### config.mk
export PLATFORM = sky130hd
export DESIGN_NAME = cpf_period_fifo
export DESIGN_NICKNAME = d
export VERILOG_FILES = /design/src/rtl/cpf_pkg.sv /design/src/rtl/cpf_period_fifo.sv
export SDC_FILE = /design/constraint.sdc
export NUM_CORES = 1
export LEC_CHECK = 0
export BUFFER_PORTS_ARGS = -buffer_cell sky130_fd_sc_hd__buf_2
export CORE_ASPECT_RATIO = 1.5
export CORE_MARGIN = 3
export CORE_UTILIZATION = 45
export DETAILED_ROUTE_END_ITERATION = 16
export HOLD_SLACK_MARGIN = 0.03
export PLACE_DENSITY = 0.66
export SLEW_MARGIN = 20
export SYNTH_ARGS = -nofsm -noshare
export SYNTH_HDL_FRONTEND = slang
export SYNTH_SLANG_ARGS = --single-unit
### constraint.sdc
create_clock -name i_clk -period 3.1 [get_ports i_clk]
set_input_delay 0.155 -clock i_clk [delete_from_list [all_inputs] [get_ports i_clk]]
set_output_delay 0.155 -clock i_clk [all_outputs]
set_load 0.02 [all_outputs]
### src/rtl/cpf_pkg.sv
// ============================================================================
// cpf_pkg - shared definitions for the capture period FIFO
// Widths, reset values, action codes and the control structs between modules.
// ============================================================================
package cpf_pkg;

    localparam int unsigned CAPTURE_BITS   = 24;
    localparam int unsigned TIMEOUT_BITS   = 16;
    localparam int unsigned FIFO_DEPTH_DEF = 4;

    localparam logic [TIMEOUT_BITS-1:0] TIMEOUT_RESET = 16'd1024;

    // action codes of an input item
    localparam logic ACTION_POLL  = 1'b0;
    localparam logic ACTION_FETCH = 1'b1;

    typedef struct packed {
        logic                    action;
        logic                    overflow_seen;
        logic                    capture_ready;
        logic [CAPTURE_BITS-1:0] capture_value;
    } t_item;

    // tracker status toward the top level
    typedef struct packed {
        logic push;       // a difference is ready to enter the FIFO
        logic live_now;   // validity counter nonzero before this item
        logic live_next;  // validity counter nonzero after a poll item
    } t_track_ctl;

    // FIFO request from the top level
    typedef struct packed {
        logic step;  // pipeline advances this cycle
        logic push;
        logic pop;
    } t_fifo_req;

endpackage

### src/rtl/cpf_period_fifo.sv
// ============================================================================
// cpf_period_fifo - ring buffer of period differences
// Holds FIFO_DEPTH-1 entries; drop on full, registered read on pop.
// ============================================================================
module cpf_period_fifo
    import cpf_pkg::*;
#(
    parameter int unsigned FIFO_DEPTH = FIFO_DEPTH_DEF
) (
    input  logic                    i_clk,
    input  logic                    i_rst_n,
    input  t_fifo_req               i_req,
    input  logic [CAPTURE_BITS-1:0] i_push_data,
    output logic                    o_pop_valid,
    output logic [CAPTURE_BITS-1:0] o_pop_data
);

    localparam int unsigned PTR_W = (FIFO_DEPTH > 1) ? $clog2(FIFO_DEPTH) : 1;
    localparam logic [PTR_W-1:0] LAST = PTR_W'(FIFO_DEPTH - 1);

    logic [CAPTURE_BITS-1:0] r_mem [FIFO_DEPTH];
    logic [PTR_W-1:0]        r_rd, r_wr;
    logic [PTR_W-1:0]        wr_next, rd_next;
    logic                    full, empty, do_push, do_pop;
    logic                    r_pop_valid;
    logic [CAPTURE_BITS-1:0] r_pop_data;

    assign wr_next = (r_wr == LAST) ? '0 : r_wr + 1'b1;
    assign rd_next = (r_rd == LAST) ? '0 : r_rd + 1'b1;
    assign full    = (wr_next == r_rd);
    assign empty   = (r_rd == r_wr);
    assign do_push = i_req.push && !full;
    assign do_pop  = i_req.pop && !empty;

    always_ff @(posedge i_clk) begin
        if (do_push) begin
            r_mem[r_wr] <= i_push_data;
        end
        if (i_req.step) begin
            r_pop_data <= do_pop ? r_mem[r_rd] : '0;
        end
    end

    always_ff @(posedge i_clk) begin
        if (!i_rst_n) begin
            r_rd        <= '0;
            r_wr        <= '0;
            r_pop_valid <= 1'b0;
        end else begin
            if (do_push) begin
                r_wr <= wr_next;
            end
            if (do_pop) begin
                r_rd <= rd_next;
            end
            if (i_req.step) begin
                r_pop_valid <= do_pop;
            end
        end
    end

    assign o_pop_valid = r_pop_valid;
    assign o_pop_data  = r_pop_data;

`ifndef ASSERT_OFF
    a_one_op: assert property (@(posedge i_clk) disable iff (!i_rst_n)
        (i_req.push || i_req.pop) |-> i_req.step && !(i_req.push && i_req.pop))
        else $error("FIFO push and pop outside a single pipeline step");

    a_ptr_range: assert property (@(posedge i_clk) disable iff (!i_rst_n)
        (r_rd <= LAST) && (r_wr <= LAST))
        else $error("FIFO pointer beyond last slot");

    a_pop_flag: assert property (@(posedge i_clk) disable iff (!i_rst_n)
        (i_req.step && i_req.pop && !empty) |=> o_pop_valid)
        else $error("pop of a nonempty FIFO not reported");
`endif

endmodule

-- Word level (Yosys, flattened, before mapping)
Memory sizes are Yosys's and may differ from the RTL's. A register that Yosys moved wholly into a read port is not among the register bits.
Index checks and enable logic that the tools add are counted.
- add/sub/neg operators: 2
- muxes and demuxes: 4
- reduce and logical (&&, ||, !) cells: 5
- equal/unequal tests: 4
- operator list (kind ; count):
    $add 2x1->2 const B ; 2
    $eq 2x2->1 ; 2
    $eq 2x2->1 const B ; 2
    $mux 2 ; 2
    $logic_not 1->1 ; 3
    $logic_and 1x1->1 ; 2
    $mux 1 ; 2
- RAM bits: 96
- memories kept: 1
- input port bits: 29
- bits in registers: 5
- output and inout bits: 25
- memories (memory ; words ; width ; rd ports ; clocked after memory_dff ; write ports ; RTL line ; text):
    r_mem ; 4 ; 24 ; 1 ; 1 ; 1 ; cpf_period_fifo.sv:21 ; logic [CAPTURE_BITS-1:0] r_mem [FIFO_DEPTH];

-- Logic depth before layout (Yosys ltp)
- word-level depth: 7
- mapped depth: 5
- mapped depth without buffers: 5

-- Worst setup path before layout
No wires, ideal clock.
- path type: reg2reg
- from: reg r_wr[0]
- to: mem r_mem[0][0], enable pin
- setup slack: 852 ps
- buffers on the path: 0
- cell stages (with the launch flop): 6
- clock period less this slack: 2248 ps
- arrival: 1865 ps
- cells stage by stage: dfxtp_1 > inv_1 > ha_1 > xnor2_1 > a21oi_1 > and2_1
- word-level cells in the longest chain between the ends: 7
- RTL lines (what ; RTL line ; text):
    start, declared ; cpf_period_fifo.sv:22 ; logic [PTR_W-1:0] r_rd, r_wr;
    start signal, assigned ; cpf_period_fifo.sv:51 ; r_wr <= wr_next;
    $add 2x1->2 or $eq 2x2->1 (tied branches) ; cpf_period_fifo.sv:28 ; assign wr_next = (r_wr == LAST) ? '0 : r_wr + 1'b1;
    $mux 2 (*) ; cpf_period_fifo.sv:28 ;
    named net wr_next[1] ; cpf_period_fifo.sv:23 ; logic [PTR_W-1:0] wr_next, rd_next;
    $eq 2x2->1 (*) ; cpf_period_fifo.sv:30 ; assign full = (wr_next == r_rd);
    $logic_not 1->1 (*) ; cpf_period_fifo.sv:32 ; assign do_push = i_req.push && !full;
    $logic_and 1x1->1 (*) ; cpf_period_fifo.sv:32 ;
    $mux 1 (*) ; cpf_period_fifo.sv:36 ; if (do_push) begin
    $mux 1 (implied by the code) (*) ; cpf_period_fifo.sv:37 ; r_mem[r_wr] <= i_push_data;
    end, declared ; cpf_period_fifo.sv:21 ;
The timed path passes the listed nets; every way through them passes the cells marked *.

-- Worst setup path in the final report
- from: reg r_wr[0]
- to: mem r_mem[2][19], enable pin
Same word-level chain as after synthesis.

==> impl_results.md <==
* Status: finished clean
* Startpoint Class: flip-flop
* Vias/cell at 4.98
* First-pass GRT wire length at 13.5 mm
* Clk root buf: clkbuf_16
* Vias post-DR at 2369
* RSZ-0062 raised after global routing: no
* CP arrival at 2.30 ns
* Synth Register Bits at 125
* Clock buffer depth at 2
* Post-route DRC at 0
* Row cnt at 45
* Initial Utilization at 0.468
* Post-synth EDFFs at 120
* Post-Synthesis Cells at 222
* Delay-heaviest family, CP: flip-flops
* Worst Hold Class: in -> reg
* Final Hold Fails at 0
* Critical path's largest stage delay at 0.48 ns
* Setup Crit Path Kind: reg -> reg
* Hpwl dp at 4.98 mm
* Comb pwr share at 0.116
* Share of total power in the clock network at 0.420
* Setup TNS at 0 ns
* CTS sink count at 125
* Worst-path maximum fanout at 24
* Slew HR at 0.516
* Die Wd at 90.5 um
* Routed length per instance at 17.7 um
* Cell area power density at 736 mW/mm2
* Sw frac at 0.218
* Worst path cell trace: inv_1, ha_1, xnor2_1, a21oi_1, and2_1, buf_4
* Pre-antenna DRT Iters at 4
* Post-CTS setup buffers at 0
* Syn. warnings at 0
* Buf/Inv on CP at 2
* Actual slew at the worst max-slew pin at 0.726 ns
* Drt initial violations at 125
* Final period utilization at 0.722
* GR Util All Layers at 0.152
* Req. time, crit path at 3.16 ns
* Total power at 4.48 mW
* Leak at 2.18 nW
* Fmax at 0.447 GHz
* Slowest CP cell: dfxtp_1
* Fraction of registers with async set/reset at 0
* Synthesized area at 0.00482 mm2
* Post-Route Utilization at 0.591
* Nets@finish at 356
* Share of post-route cells with drive strength above 1 at 0.343
* Number of global-route vias before repair at 2589
* Final instance area at 0.00609 mm2
* VDD IR max at 406 uV
* Syn_area_per_cell at 21.7 um2
* P&R area growth vs syn at 26.1%
* Port buffer count at 53
* Worst-Skew Late Latency at 0.40 ns
* Worst Skew at 0.00597 ns
* Die height at 133 um
* Fin crit period at 2.24 ns
* Int Pwr at 3.50 mW
* Worst setup EP type: flip-flop
* Flop pwr share at 0.465
* TritonCTS Buffers at 17
* Most common flop cell mapped by yosys: edfxtp_1
* Hold_buf cts at 25
* Post-synthesis sequential area ratio at 0.768
* Die area at 0.0120 mm2
* Max Cap Violations at 0
* Initial antenna violation count at 0
* Syn nets at 256
* Ports at 54
* Post-synthesis cell type count at 33
* Final setup viols at 0
* Largest net degree at the start of global routing at 27
* Routability cong. at 0.679
* Clock slew seen by the registers of the worst setup and hold paths at 0.05 ns
* Yosys top cell by area: edfxtp_1
* Post_cts resized at 0
* FILL cells at 763
* Core area at 0.0103 mm2
* Synth top area share at 0.747
* Synth area leaders: edfxtp_1 75%, mux4_2 7.9%, mux4_1 3.8%, nor2b_1 2.2%, dfxtp_1 2.1%
* Placed inst area at 0.00526 mm2
* CTS tree: done
* H-tree Lvls at 4
* Antenna Diode Count at 0
* Antenna viol nets, final at 0
* Max-slew violation count at 0
* NetSw at 975 uW
* Gr ovfl total at 0
* Post-detailed-routing wire length at 8.43 mm
[registers in the layout, indices dropped and copies added (netlist names)]
register / count
r_mem: 96
o_pop_data: 24
r_rd: 2
r_wr: 2
o_pop_valid: 1
[power by group through the flow]
| stage | Clock (mW) | Combinational (mW) | Sequential (mW) |
|---|---|---|---|
| after floorplan | 0 | 0.311 | 2.14 |
| after global placement | 0 | 0.495 | 2.11 |
| after detailed placement | 0 | 0.501 | 2.11 |
| after CTS | 1.90 | 0.528 | 2.08 |
| after global routing | 1.98 | 0.562 | 2.09 |
| final | 1.88 | 0.518 | 2.08 |
[logic make-up after synthesis]
| kind of cell | Yosys count | share of synthesized area |
|---|---|---|
| AO/OA/AOI/OAI | 13 | 0.0176 |
| XOR/XNOR | 3 | 0.00700 |
| adder cells (fa/ha/maj) | 5 | 0.0130 |
| buffers and inverters | 14 | 0.0228 |
| flip-flops | 125 | 0.768 |
| multiplexers | 24 | 0.117 |
| AND/OR/NAND/NOR | 38 | 0.0545 |
[cells in the mapped netlist (3+ instances only)]
library cell,number
nor2b_4,4
buf_6,3
o21ai_0,3
and2_1,4
edfxtp_1,120
inv_1,6
dfxtp_1,5
ha_1,5
nor2b_1,17
mux4_2,17
and2b_1,3
nand2_1,3
mux4_1,7
a21oi_1,3
[metrics by stage]
| step | hold WS (ns) | setup slack, ns | cells |
|---|---|---|---|
| after floorplan | 0.254 | 0.852 | 222 |
| after CTS | 0.0851 | 0.833 | 476 |
| after global routing | 0.103 | 0.699 | 476 |
| after global placement | 0.368 | 0.918 | 419 |
| after detailed placement | 0.375 | 0.847 | 419 |
| final | 0.101 | 0.861 | 476 |
[cells in the final DEF (no fill, tap or decap), types with 2 or more instances in the layout]
master,n
a21oi_1,3
a31oi_1,2
and2_1,4
and2b_1,3
buf_2,53
buf_4,11
bufinv_16,2
clkbuf_1,4
clkbuf_16,17
clkbuf_8,3
clkinv_2,4
dfxtp_1,4
dlygate4sd3_1,25
edfxtp_1,120
ha_1,5
inv_1,6
mux4_1,7
mux4_2,17
nand2_1,3
nor2b_1,17
nor2b_4,4
o211ai_1,2
o21ai_0,3
[layout make-up]
class / count / area [um2] / area share
clock buffers: 24 / 482 / 0.0792
clock inverters: 8 / 91.3 / 0.0150
inverters: 6 / 22.5 / 0.00370
multi-input cells: 83 / 1010 / 0.166
flip-flops and latches: 125 / 3700 / 0.609
well taps: 141 / 176 / 0.0290
repair buffers: 89 / 598 / 0.0983
[metal layers]
metal  routed length [um]  up-vias  global-route usage
met4                  240        0              0.0937
met5                    0        -                   0
met1                 3310     1199               0.162
met3                  302       21              0.0472
li1                     -     1095                   -
met2                 4580       54               0.262
[final timing paths]
| path | startpoint | end | slack [ns] | cells after the start |
|---|---|---|---|---|
| setup / recovery | r_wr[0]$_SDFFE_PN0P_ | r_mem[2][19]$_DFFE_PP_ | 0.86 | 6 |
| hold / removal | i_req[0] | o_pop_valid$_SDFFE_PN0P_ | 0.10 | 3 |
| setup reg to reg | r_wr[0]$_SDFFE_PN0P_ | r_mem[2][19]$_DFFE_PP_ | 0.86 | 6 |
| hold reg to reg | o_pop_valid$_SDFFE_PN0P_ | o_pop_valid$_SDFFE_PN0P_ | 0.50 | 2 |
[tightest hold or removal path, stage by stage]
cell and delay [ns]:
buf_2 0.14, o211ai_1 0.08, a21oi_1 0.07
(Power assumes the default switching activity.)
