[config.mk]
export PLATFORM = sky130hd
export DESIGN_NAME = cpf_tracker
export DESIGN_NICKNAME = d
export VERILOG_FILES = /design/src/rtl/cpf_pkg.sv /design/src/rtl/cpf_tracker.sv
export SDC_FILE = /design/constraint.sdc
export NUM_CORES = 1
export LEC_CHECK = 0
export ABC_CLOCK_PERIOD_IN_PS = 9600
export BUFFER_PORTS_ARGS = -buffer_cell sky130_fd_sc_hd__buf_2
export CAP_MARGIN = 5
export CORE_ASPECT_RATIO = 0.7
export CORE_MARGIN = 2
export CORE_UTILIZATION = 25
export CTS_BUF_LIST = sky130_fd_sc_hd__clkbuf_4 sky130_fd_sc_hd__clkbuf_8 sky130_fd_sc_hd__clkbuf_16
export DETAILED_ROUTE_END_ITERATION = 6
export GPL_ROUTABILITY_DRIVEN = 0
export PLACE_DENSITY_LB_ADDON = 0.25
export SYNTH_ARGS = -nofsm -noshare
export SYNTH_HDL_FRONTEND = slang
export SYNTH_SLANG_ARGS = --single-unit
[constraint.sdc]
create_clock -name i_clk -period 9.6 [get_ports i_clk]
set_clock_uncertainty 0.1 [all_clocks]
set_input_delay 1.44 -clock i_clk [delete_from_list [all_inputs] [get_ports i_clk]]
set_output_delay 1.44 -clock i_clk [all_outputs]
set_load 0.01 [all_outputs]
[src/rtl/cpf_pkg.sv]
// ============================================================================
// cpf_pkg - shared definitions for the capture period FIFO
// Widths, reset values, action codes and the control structs between modules.
// ============================================================================
package cpf_pkg;

    localparam int unsigned CAPTURE_BITS   = 24;
    localparam int unsigned TIMEOUT_BITS   = 16;
    localparam int unsigned FIFO_DEPTH_DEF = 4;

    localparam logic [TIMEOUT_BITS-1:0] TIMEOUT_RESET = 16'd1024;

    // action codes of an input item
    localparam logic ACTION_POLL  = 1'b0;
    localparam logic ACTION_FETCH = 1'b1;

    typedef struct packed {
        logic                    action;
        logic                    overflow_seen;
        logic                    capture_ready;
        logic [CAPTURE_BITS-1:0] capture_value;
    } t_item;

    // tracker status toward the top level
    typedef struct packed {
        logic push;       // a difference is ready to enter the FIFO
        logic live_now;   // validity counter nonzero before this item
        logic live_next;  // validity counter nonzero after a poll item
    } t_track_ctl;

    // FIFO request from the top level
    typedef struct packed {
        logic step;  // pipeline advances this cycle
        logic push;
        logic pop;
    } t_fifo_req;

endpackage

[src/rtl/cpf_tracker.sv]
// ============================================================================
// cpf_tracker - clock validity counter and capture differencing
// Reload on overflow, count down otherwise, prime and subtract captures.
// ============================================================================
module cpf_tracker
    import cpf_pkg::*;
(
    input  logic                    i_clk,
    input  logic                    i_rst_n,
    input  logic                    i_step,
    input  logic [TIMEOUT_BITS-1:0] i_timeout,
    input  logic                    i_overflow_seen,
    input  logic                    i_capture_ready,
    input  logic [CAPTURE_BITS-1:0] i_capture_value,
    output t_track_ctl              o_ctl,
    output logic [CAPTURE_BITS-1:0] o_diff
);

    logic [TIMEOUT_BITS-1:0] r_count, n_count;
    logic [CAPTURE_BITS-1:0] r_prev;
    logic                    r_known;
    logic                    live_next;

    always_comb begin
        if (i_overflow_seen) begin
            n_count = i_timeout;
        end else if (r_count != '0) begin
            n_count = r_count - 1'b1;
        end else begin
            n_count = r_count;
        end
    end

    assign live_next       = (n_count != '0);
    assign o_ctl.live_now  = (r_count != '0);
    assign o_ctl.live_next = live_next;
    assign o_ctl.push      = live_next && i_capture_ready && r_known;
    // wraps modulo the capture width
    assign o_diff          = i_capture_value - r_prev;

    always_ff @(posedge i_clk) begin
        if (!i_rst_n) begin
            r_count <= '0;
            r_prev  <= '0;
            r_known <= 1'b0;
        end else if (i_step) begin
            r_count <= n_count;
            if (!live_next) begin
                r_known <= 1'b0;
            end else if (i_capture_ready) begin
                r_known <= 1'b1;
                r_prev  <= i_capture_value;
            end
        end
    end

`ifndef ASSERT_OFF
    a_invalid_clears_known: assert property (@(posedge i_clk) disable iff (!i_rst_n)
        (i_step && n_count == '0) |=> !r_known)
        else $error("previous capture still marked after clock went invalid");

    a_known_needs_count: assert property (@(posedge i_clk) disable iff (!i_rst_n)
        r_known |-> (r_count != '0))
        else $error("previous capture marked while validity counter is zero");
`endif

endmodule

---- Yosys cells after proc, flatten, opt, wreduce, memory -nomap -nowiden ----
Index checks and enable logic that the tools add are counted.
storage, ports and cells
  input bits .............................. 45
  output and inout port bits .............. 27
  register bits ........................... 41
cells by class
  add/subtract/negate cells ............... 2
  reductions and logical operators ........ 6
  eq/ne operators ......................... 1
  mux-type cells .......................... 4
operator list
  cell                                                number
  two-way mux 16 bit                                  2
  nonzero test 16 bit                                 2
  subtractor 24 bit                                   1
  subtractor 16 x 1 -> 16 bit, second input constant  1
  AND reduction 3 bit                                 1
  logical AND 1 bit                                   2
  two-way mux 1 bit                                   2
  != test 2 bit, second input constant                1
  AND reduction 2 bit                                 1

---- Longest topological paths before layout ----
Gate-level depths: netlist of run 1.
  depth after elaboration ................. 6
  mapped depth ............................ 12

---- Worst setup path before layout of run 1 ----
OpenSTA, ideal clock, no wires.
  path type ............................... input to output
  start ................................... input port i_capture_value[2]
  end ..................................... output port o_diff[20]
  arrival ................................. 3548 ps
  setup slack ............................. 4512 ps
  data required time ...................... 8060 ps
  stages .................................. 9
  path buffers ............................ 0
  cell sequence ........................... ha_1 > nor2b_1 > o31ai_1 > a31oi_1 > a221o_1 > a211oi_1 > o21ai_0 > a211oi_1 > nor2_1
on the way
  longest elaborated chain between the ends .. 1
ends and longest elaborated chain
  what                line               RTL
  start: declaration  cpf_tracker.sv:14  input logic [CAPTURE_BITS-1:0] i_capture_value,
  subtractor 24 bit   cpf_tracker.sv:39  assign o_diff = i_capture_value - r_prev;
  end: declaration    cpf_tracker.sv:16  output logic [CAPTURE_BITS-1:0] o_diff
Every way passes these cells.

---- Final worst setup path of run 1 ----
  start ................................... input port i_capture_value[2]
  end ..................................... output port o_diff[22]
Same word-level chain as after synthesis.

==> reports/qor.yml, run 1 <==
most-common-layout-cells: "nand2_1 (78), buf_2 (71), dfxtp_1 (41), nor2_1 (36), inv_1 (36)"
drv_slew: 0
powerDensity_nw_per_um2: 145
hold_viol_final: 0
grt_antenna_before_repair: 0
register_area_um2: 821
total_power_uw: 591
critical_path.top_delay_family: "compound AO/OA/AOI/OAI gates"
use_met2_pct: 19.1
drv_cap: 0
synth_area_leader_cell: "dfxtp_1"
slew_headroom_pct: 27.8
crit_type: "in2out"
irDropWorstVdd_mv: 0.0503
grt_pass1_vias: 3074
met3_usage_pct: 2.44
die_area_um2: 14600
hold_end: "r_prev[2]"
io_buffer_count: 71
drt_iter0_markers: 263
gr-max-usage-layer: "met1"
synth_mux_area_share_pct: 9.69
die_x_um: 144
first_pass_iters: 5
post_cts_buffers: 0
pin_count: 72
drc_errors: 0
use_met1_pct: 19.3
synthArstFlopShare_pct: 0
worst_hold_path_type: "reg2reg"
core_region_area_um2: 13300
start_util_pct: 25.8
setup_viol_count_final: 0
layout-drive-gt1-share_pct: 18.0
syn-cell-area_um2: 3420
synth-edff-count: 0
p_leak_uw: 0.00168
synth_simple_gate_area_share_pct: 23.4
mostFrequentLayoutCell: "nand2_1"
cts_resized: 0
drt_wl_total_um: 9490
cp_num_buf_inv: 2
synth.top_cell.area_share_pct: 24.0
required_ns: 8.06
stdcell_area_um2: 4080
ys_warn_count: 0
synth_top_family_by_area: "simple AND/OR/NAND/NOR gates"
synth.area.top_cells: "dfxtp_1 (24%), mux2i_1 (9.4%), ha_1 (9.1%)"
crit_fanout: 4
hold_buffers: 0
hold_start: "r_prev[2]"
worst_pin_slew_ns: 1.08
rr_endpoint: "r_prev[23]"
num_rows: 35
critPathMostFrequentCell: "buf_2"
startpoint_type: "input pin"
fillerInstances: 1456
synthAdderAreaFrac_pct: 9.73
grt_usage_pct: 12.8
period_share_pct: 58.5
wl_per_cell_um: 13.6
place_area_um2: 3930
numClockSinks: 41
clock_latency_ns: 0.28
grt-ovfl-total: 0
cts_htree_levels: 2
synth_nets: 522
postRouteAntennaNets: 0
whs_ns: 0.355
end_kind: "primary output"
arrival_ns: 4.07
regToRegSetupSlack_ns: 5.40
fin_nets: 582
r2r_cells: 10
period_minus_slack_ns: 5.61
grt_pass1_wl_um: 15100
ys_types: 61
cts_buffers: 5
viasPerCell: 4.81
max_stage_delay_ns: 0.49
rsz0062_at_grt: "false"
crit_slowest_cell: "a211oi_1"
via_count: 3356
timing.rr.start: "r_count[0]"
setup_tns_ns: 0
multi_input_area_um2: 2380
grt_max_degree: 51
cts_tree: "done"
root_buffer: "clkbuf_16"
synth_compound_area_share_pct: 20.4
syn_avg_cell_area_um2: 7.58
ys_seq_area_share_pct: 24.0
fp.dieH_um: 102
path_clk_slew_ns: 0.06
dp_hpwl_um: 7230
syn_to_final_growth_pct: 19.2
synthXorXnorAreaFrac_pct: 6.14
synthFlopType: "dfxtp_1"
cts_buffer_depth: 2
diodes: 0
hold_depth: 2
status: "completed"
syn_inst: 451
ys_ff_latch: 41
crit_path_cell_trace: "buf_2, ha_1, nor2b_1, o31ai_1, a31oi_1, a221o_1, a211oi_1, o21bai_1, mux2i_1, o21ai_0, buf_2"
max_freq_mhz: 178
-- cell usage after synthesis, drive strengths merged (3+ instances only) --
cell / n
o21ai: 26
xor2: 4
o41ai: 4
nor2b: 4
nand4: 3
inv: 37
a21oi: 27
or4: 3
o21bai: 5
a22oi: 7
a221o: 3
or2: 3
clkbuf: 13
xnor2: 20
a211oi: 7
nor3: 7
nand2b: 7
a21o: 3
mux2i: 32
nor4: 7
o21a: 5
dfxtp: 41
nand2: 78
ha: 25
nand3: 3
nor2: 36
buf: 5
a31oi: 3
and3: 4
-- sequential cells by signal, indices dropped and copies added (netlist names) --
signal,cells
r_count,16
r_known,1
r_prev,24
-- how the worst max path moves through the flow --
stage                             startpoint          to  slack [ns]  depth (start not counted)
after detailed placement  i_capture_value[0]  o_diff[20]        3.94                         13
after global placement    i_capture_value[2]  o_diff[20]        4.01                         11
after floorplan           i_capture_value[2]  o_diff[20]        4.51                          9
after global routing      i_capture_value[0]  o_diff[20]        3.61                         13
final                     i_capture_value[2]  o_diff[22]        3.99                         11
after CTS                 i_capture_value[2]  o_diff[20]        3.93                         11
-- worst min-delay path, cell delays in order (launching register included) --
cell	delay (ns)
dfxtp_1	0.31
nand2_1	0.05
mux2i_1	0.05
-- metal layers --
layer | share of wire, % | vias to the layer above
li1 | - | 1700
met1 | 53 | 1564
met2 | 42 | 88
met3 | 5.0 | 4
met4 | 0.64 | 0
met5 | 0 | -
-- final cells by class --
cell class | count | area share, %
Multi-Input combinational cell | 355 | 58.4
Sequential cell | 41 | 20.1
Timing Repair Buffer | 71 | 8.72
Tap cell | 185 | 5.68
Clock buffer | 8 | 3.62
Inverter | 37 | 3.41
-- metrics by stage --
stage                     util, %  instances  setup slack, ns
after floorplan                 -        451             4.51
after global placement       29.6        689             4.01
after detailed placement     29.6        689             3.94
after CTS                    30.7        697             3.93
after global routing         30.7        697             3.61
final                        30.7        697             3.99
-- power breakdown --
part | total [µW] | switching (µW) | internal (µW)
clock | 175 | 69.8 | 105
sequential | 193 | 12.2 | 181
combinational | 222 | 128 | 94.4
-- kinds of logic (layout without fill, tap and decap cells) --
| family | Yosys count | after routing |
|---|---|---|
| AND/OR/NAND/NOR | 165 | 165 |
| buffers and inverters | 55 | 116 |
| AO/OA/AOI/OAI | 107 | 107 |
| flip-flops | 41 | 41 |
| adder cells (fa/ha/maj) | 26 | 26 |
| XOR/XNOR | 24 | 24 |
| multiplexers | 33 | 33 |
Power figures use the tool's default switching activity.
==> inputs of run 2 (changes only) <==
- ABC_CLOCK_PERIOD_IN_PS: 9600 -> 4800
- clock period: 9.6 -> 4.8 ns (I/O delays scaled with it)
==> reports/qor.yml, run 2 (same netlist as run 1, synthesis figures left out) <==
diodes: 0  # unchanged
layout_setup_ws_ns: 0.482  # was 3.99 ns
viasPerCell: 4.79  # was 4.81
utilization_pct: 30.8  # was 30.7%
timing.rr.start: "r_count[0]"  # unchanged
start_util_pct: 25.8  # unchanged
grt-ovfl-total: 0  # unchanged
startpoint_type: "flop"  # was input pin
drt_iter0_markers: 234  # was 263
regMostFlops: "r_prev"  # unchanged
crit_fanout: 6  # was 4
numClockSinks: 41  # unchanged
via_count: 3342  # was 3,356
die_x_um: 144  # unchanged
period_share_pct: 90.0
layout-drive-gt1-share_pct: 18.1  # was 18.0%
grt_usage_pct: 13.1  # was 12.8%
cts_htree_levels: 2  # unchanged
startpoint: "r_count[0]"  # was i_capture_value[2]
fin_nets: 584  # was 582
setup_viol_count_final: 0  # unchanged
multi_input_area_um2: 2380  # unchanged
setup_tns_ns: 0  # unchanged
arrival_ns: 3.50  # was 4.07 ns
crit_slowest_cell: "or4b_4"  # was a211oi_1
worst_pin_slew_ns: 1.13  # was 1.08 ns
max_freq_mhz: 232
grt_max_degree: 51  # unchanged
grt_pass1_vias: 3100  # was 3,074
powerDensity_nw_per_um2: 290  # was 145 nW/µm²
top_layer: "met4"  # unchanged
post_cts_buffers: 0  # unchanged
regToRegSetupSlack_ns: 1.01  # was 5.40 ns
slew_headroom_pct: 24.5  # was 27.8%
total_power_uw: 1180  # was 591 µW
dp_hpwl_um: 7350  # was 7230 µm
drt_wl_total_um: 9500  # was 9490 µm
fillerInstances: 1421  # was 1,456
cts_tree: "done"  # unchanged
dp_cells: 691  # was 689
p_leak_uw: 0.00169  # was 0.00168 µW
reg_top3: "r_prev (24), r_count (16), r_known (1)"  # unchanged
dp_slack_ns: 0.596  # was 3.94 ns
hold_buffers: 0  # unchanged
crit_type: "reg2out"  # was in2out
routed-wl-met2_um: 3950  # about the same
required_ns: 3.98  # was 8.06 ns
syn_to_final_growth_pct: 19.6  # was 19.2%
core_region_area_um2: 13300  # unchanged
num_rows: 35  # unchanged
wl_per_cell_um: 13.6  # about the same
drc_errors: 0  # unchanged
root_buffer: "clkbuf_16"  # unchanged
status: "completed"  # unchanged
fp.dieH_um: 102  # unchanged
most-common-layout-cells: "nand2_1 (78), buf_2 (71), dfxtp_1 (41), nor2_1 (36), inv_1 (36)"  # unchanged
pin_count: 72  # unchanged
period_minus_slack_ns: 4.32
cp-endpoint: "o_ctl[2]"  # was o_diff[22]
worst_hold_path_type: "reg2reg"  # unchanged
rsz0062_at_grt: "false"  # unchanged
irDropWorstVdd_mv: 0.0971  # was 0.0503 mV
drt-met1-wl_um: 4960  # was 5010 µm
grt_pass1_wl_um: 15400  # was 15,100 µm
fin_cells: 698  # was 697
io_buffer_count: 71  # unchanged
hold_viol_final: 0  # unchanged
postRouteAntennaNets: 0  # unchanged
crit_path_cell_trace: "inv_1, ha_1, or4b_4, nor4_4, and3_2, inv_2, and3_1, o32a_1, nor4_2, and2_1, nor2_1, buf_2"  # was buf_2, ha_1, nor2b_1, o31ai_1, a31oi_1, a221o_1, a211oi_1, o21bai_1, mux2i_1, o21ai_0, buf_2
grt_antenna_before_repair: 0  # unchanged
first_pass_iters: 4  # was 5
end_kind: "primary output"  # unchanged
max_stage_delay_ns: 0.51  # was 0.49 ns
rr_endpoint: "r_prev[3]"  # was r_prev[23]
r2r_cells: 12  # was 10
die_area_um2: 14600  # unchanged
drv_cap: 0  # unchanged
route.met3.wl_um: 533  # was 471 µm
cts_buffer_depth: 2  # unchanged
path_clk_slew_ns: 0.06  # about the same
mostFrequentLayoutCell: "nand2_1"  # unchanged
cts_buffers: 5  # unchanged
clock_latency_ns: 0.28  # about the same
cts_resized: 0  # unchanged
register_area_um2: 821  # unchanged
drv_slew: 0  # unchanged
largest_register_ffs: 24  # unchanged
-- run 2: critical path: cells and delay by family, from the launching register on --
family	cells	cell delay [ns]
simple gates	7	2.01
flops	1	0.35
compound gates	1	0.35
buf+inv	3	0.31
fa+ha+maj	1	0.17
-- run 2: worst min-delay path by stage --
stage	start	slack (ns)	to	depth (start not counted)
3_5_place_dp	r_prev[15]	0.35	r_prev[15]	2
4_1_cts	r_prev[2]	0.36	r_prev[2]	2
5_1_grt	r_prev[13]	0.38	r_prev[13]	2
3_3_place_gp	r_prev[14]	0.34	r_prev[14]	2
2_1_floorplan	r_prev[10]	0.33	r_prev[10]	2
6_report	r_prev[2]	0.36	r_prev[2]	2
-- run 2: power breakdown --
part / switching [µW] / internal (µW)
clock network: 140 / 210
logic: 256 / 191
registers: 24.9 / 362
total: 420 / 764
-- run 2: per-layer routing --
layer | GRT usage, % | up-vias
met5 | 0 | -
met4 | 2.94 | 0
met3 | 2.95 | 4
met2 | 19.3 | 84
met1 | 19.5 | 1547
li1 | - | 1707
-- run 2: stage by stage --
stage                     cell area [µm²]  hold slack [ns]
after floorplan                      3420            0.335
after CTS                            4090            0.360
after detailed placement             3940            0.351
after global placement               3940            0.342
after global routing                 4090            0.380
final                                4090            0.356
-- run 2: final cells by class --
cell class	instances	area share, %
clock buffer	7	3.58
inverter	37	3.40
multi-input combinational	355	58.2
sequential	41	20.1
tap	185	5.66
timing repair buffer	73	9.05
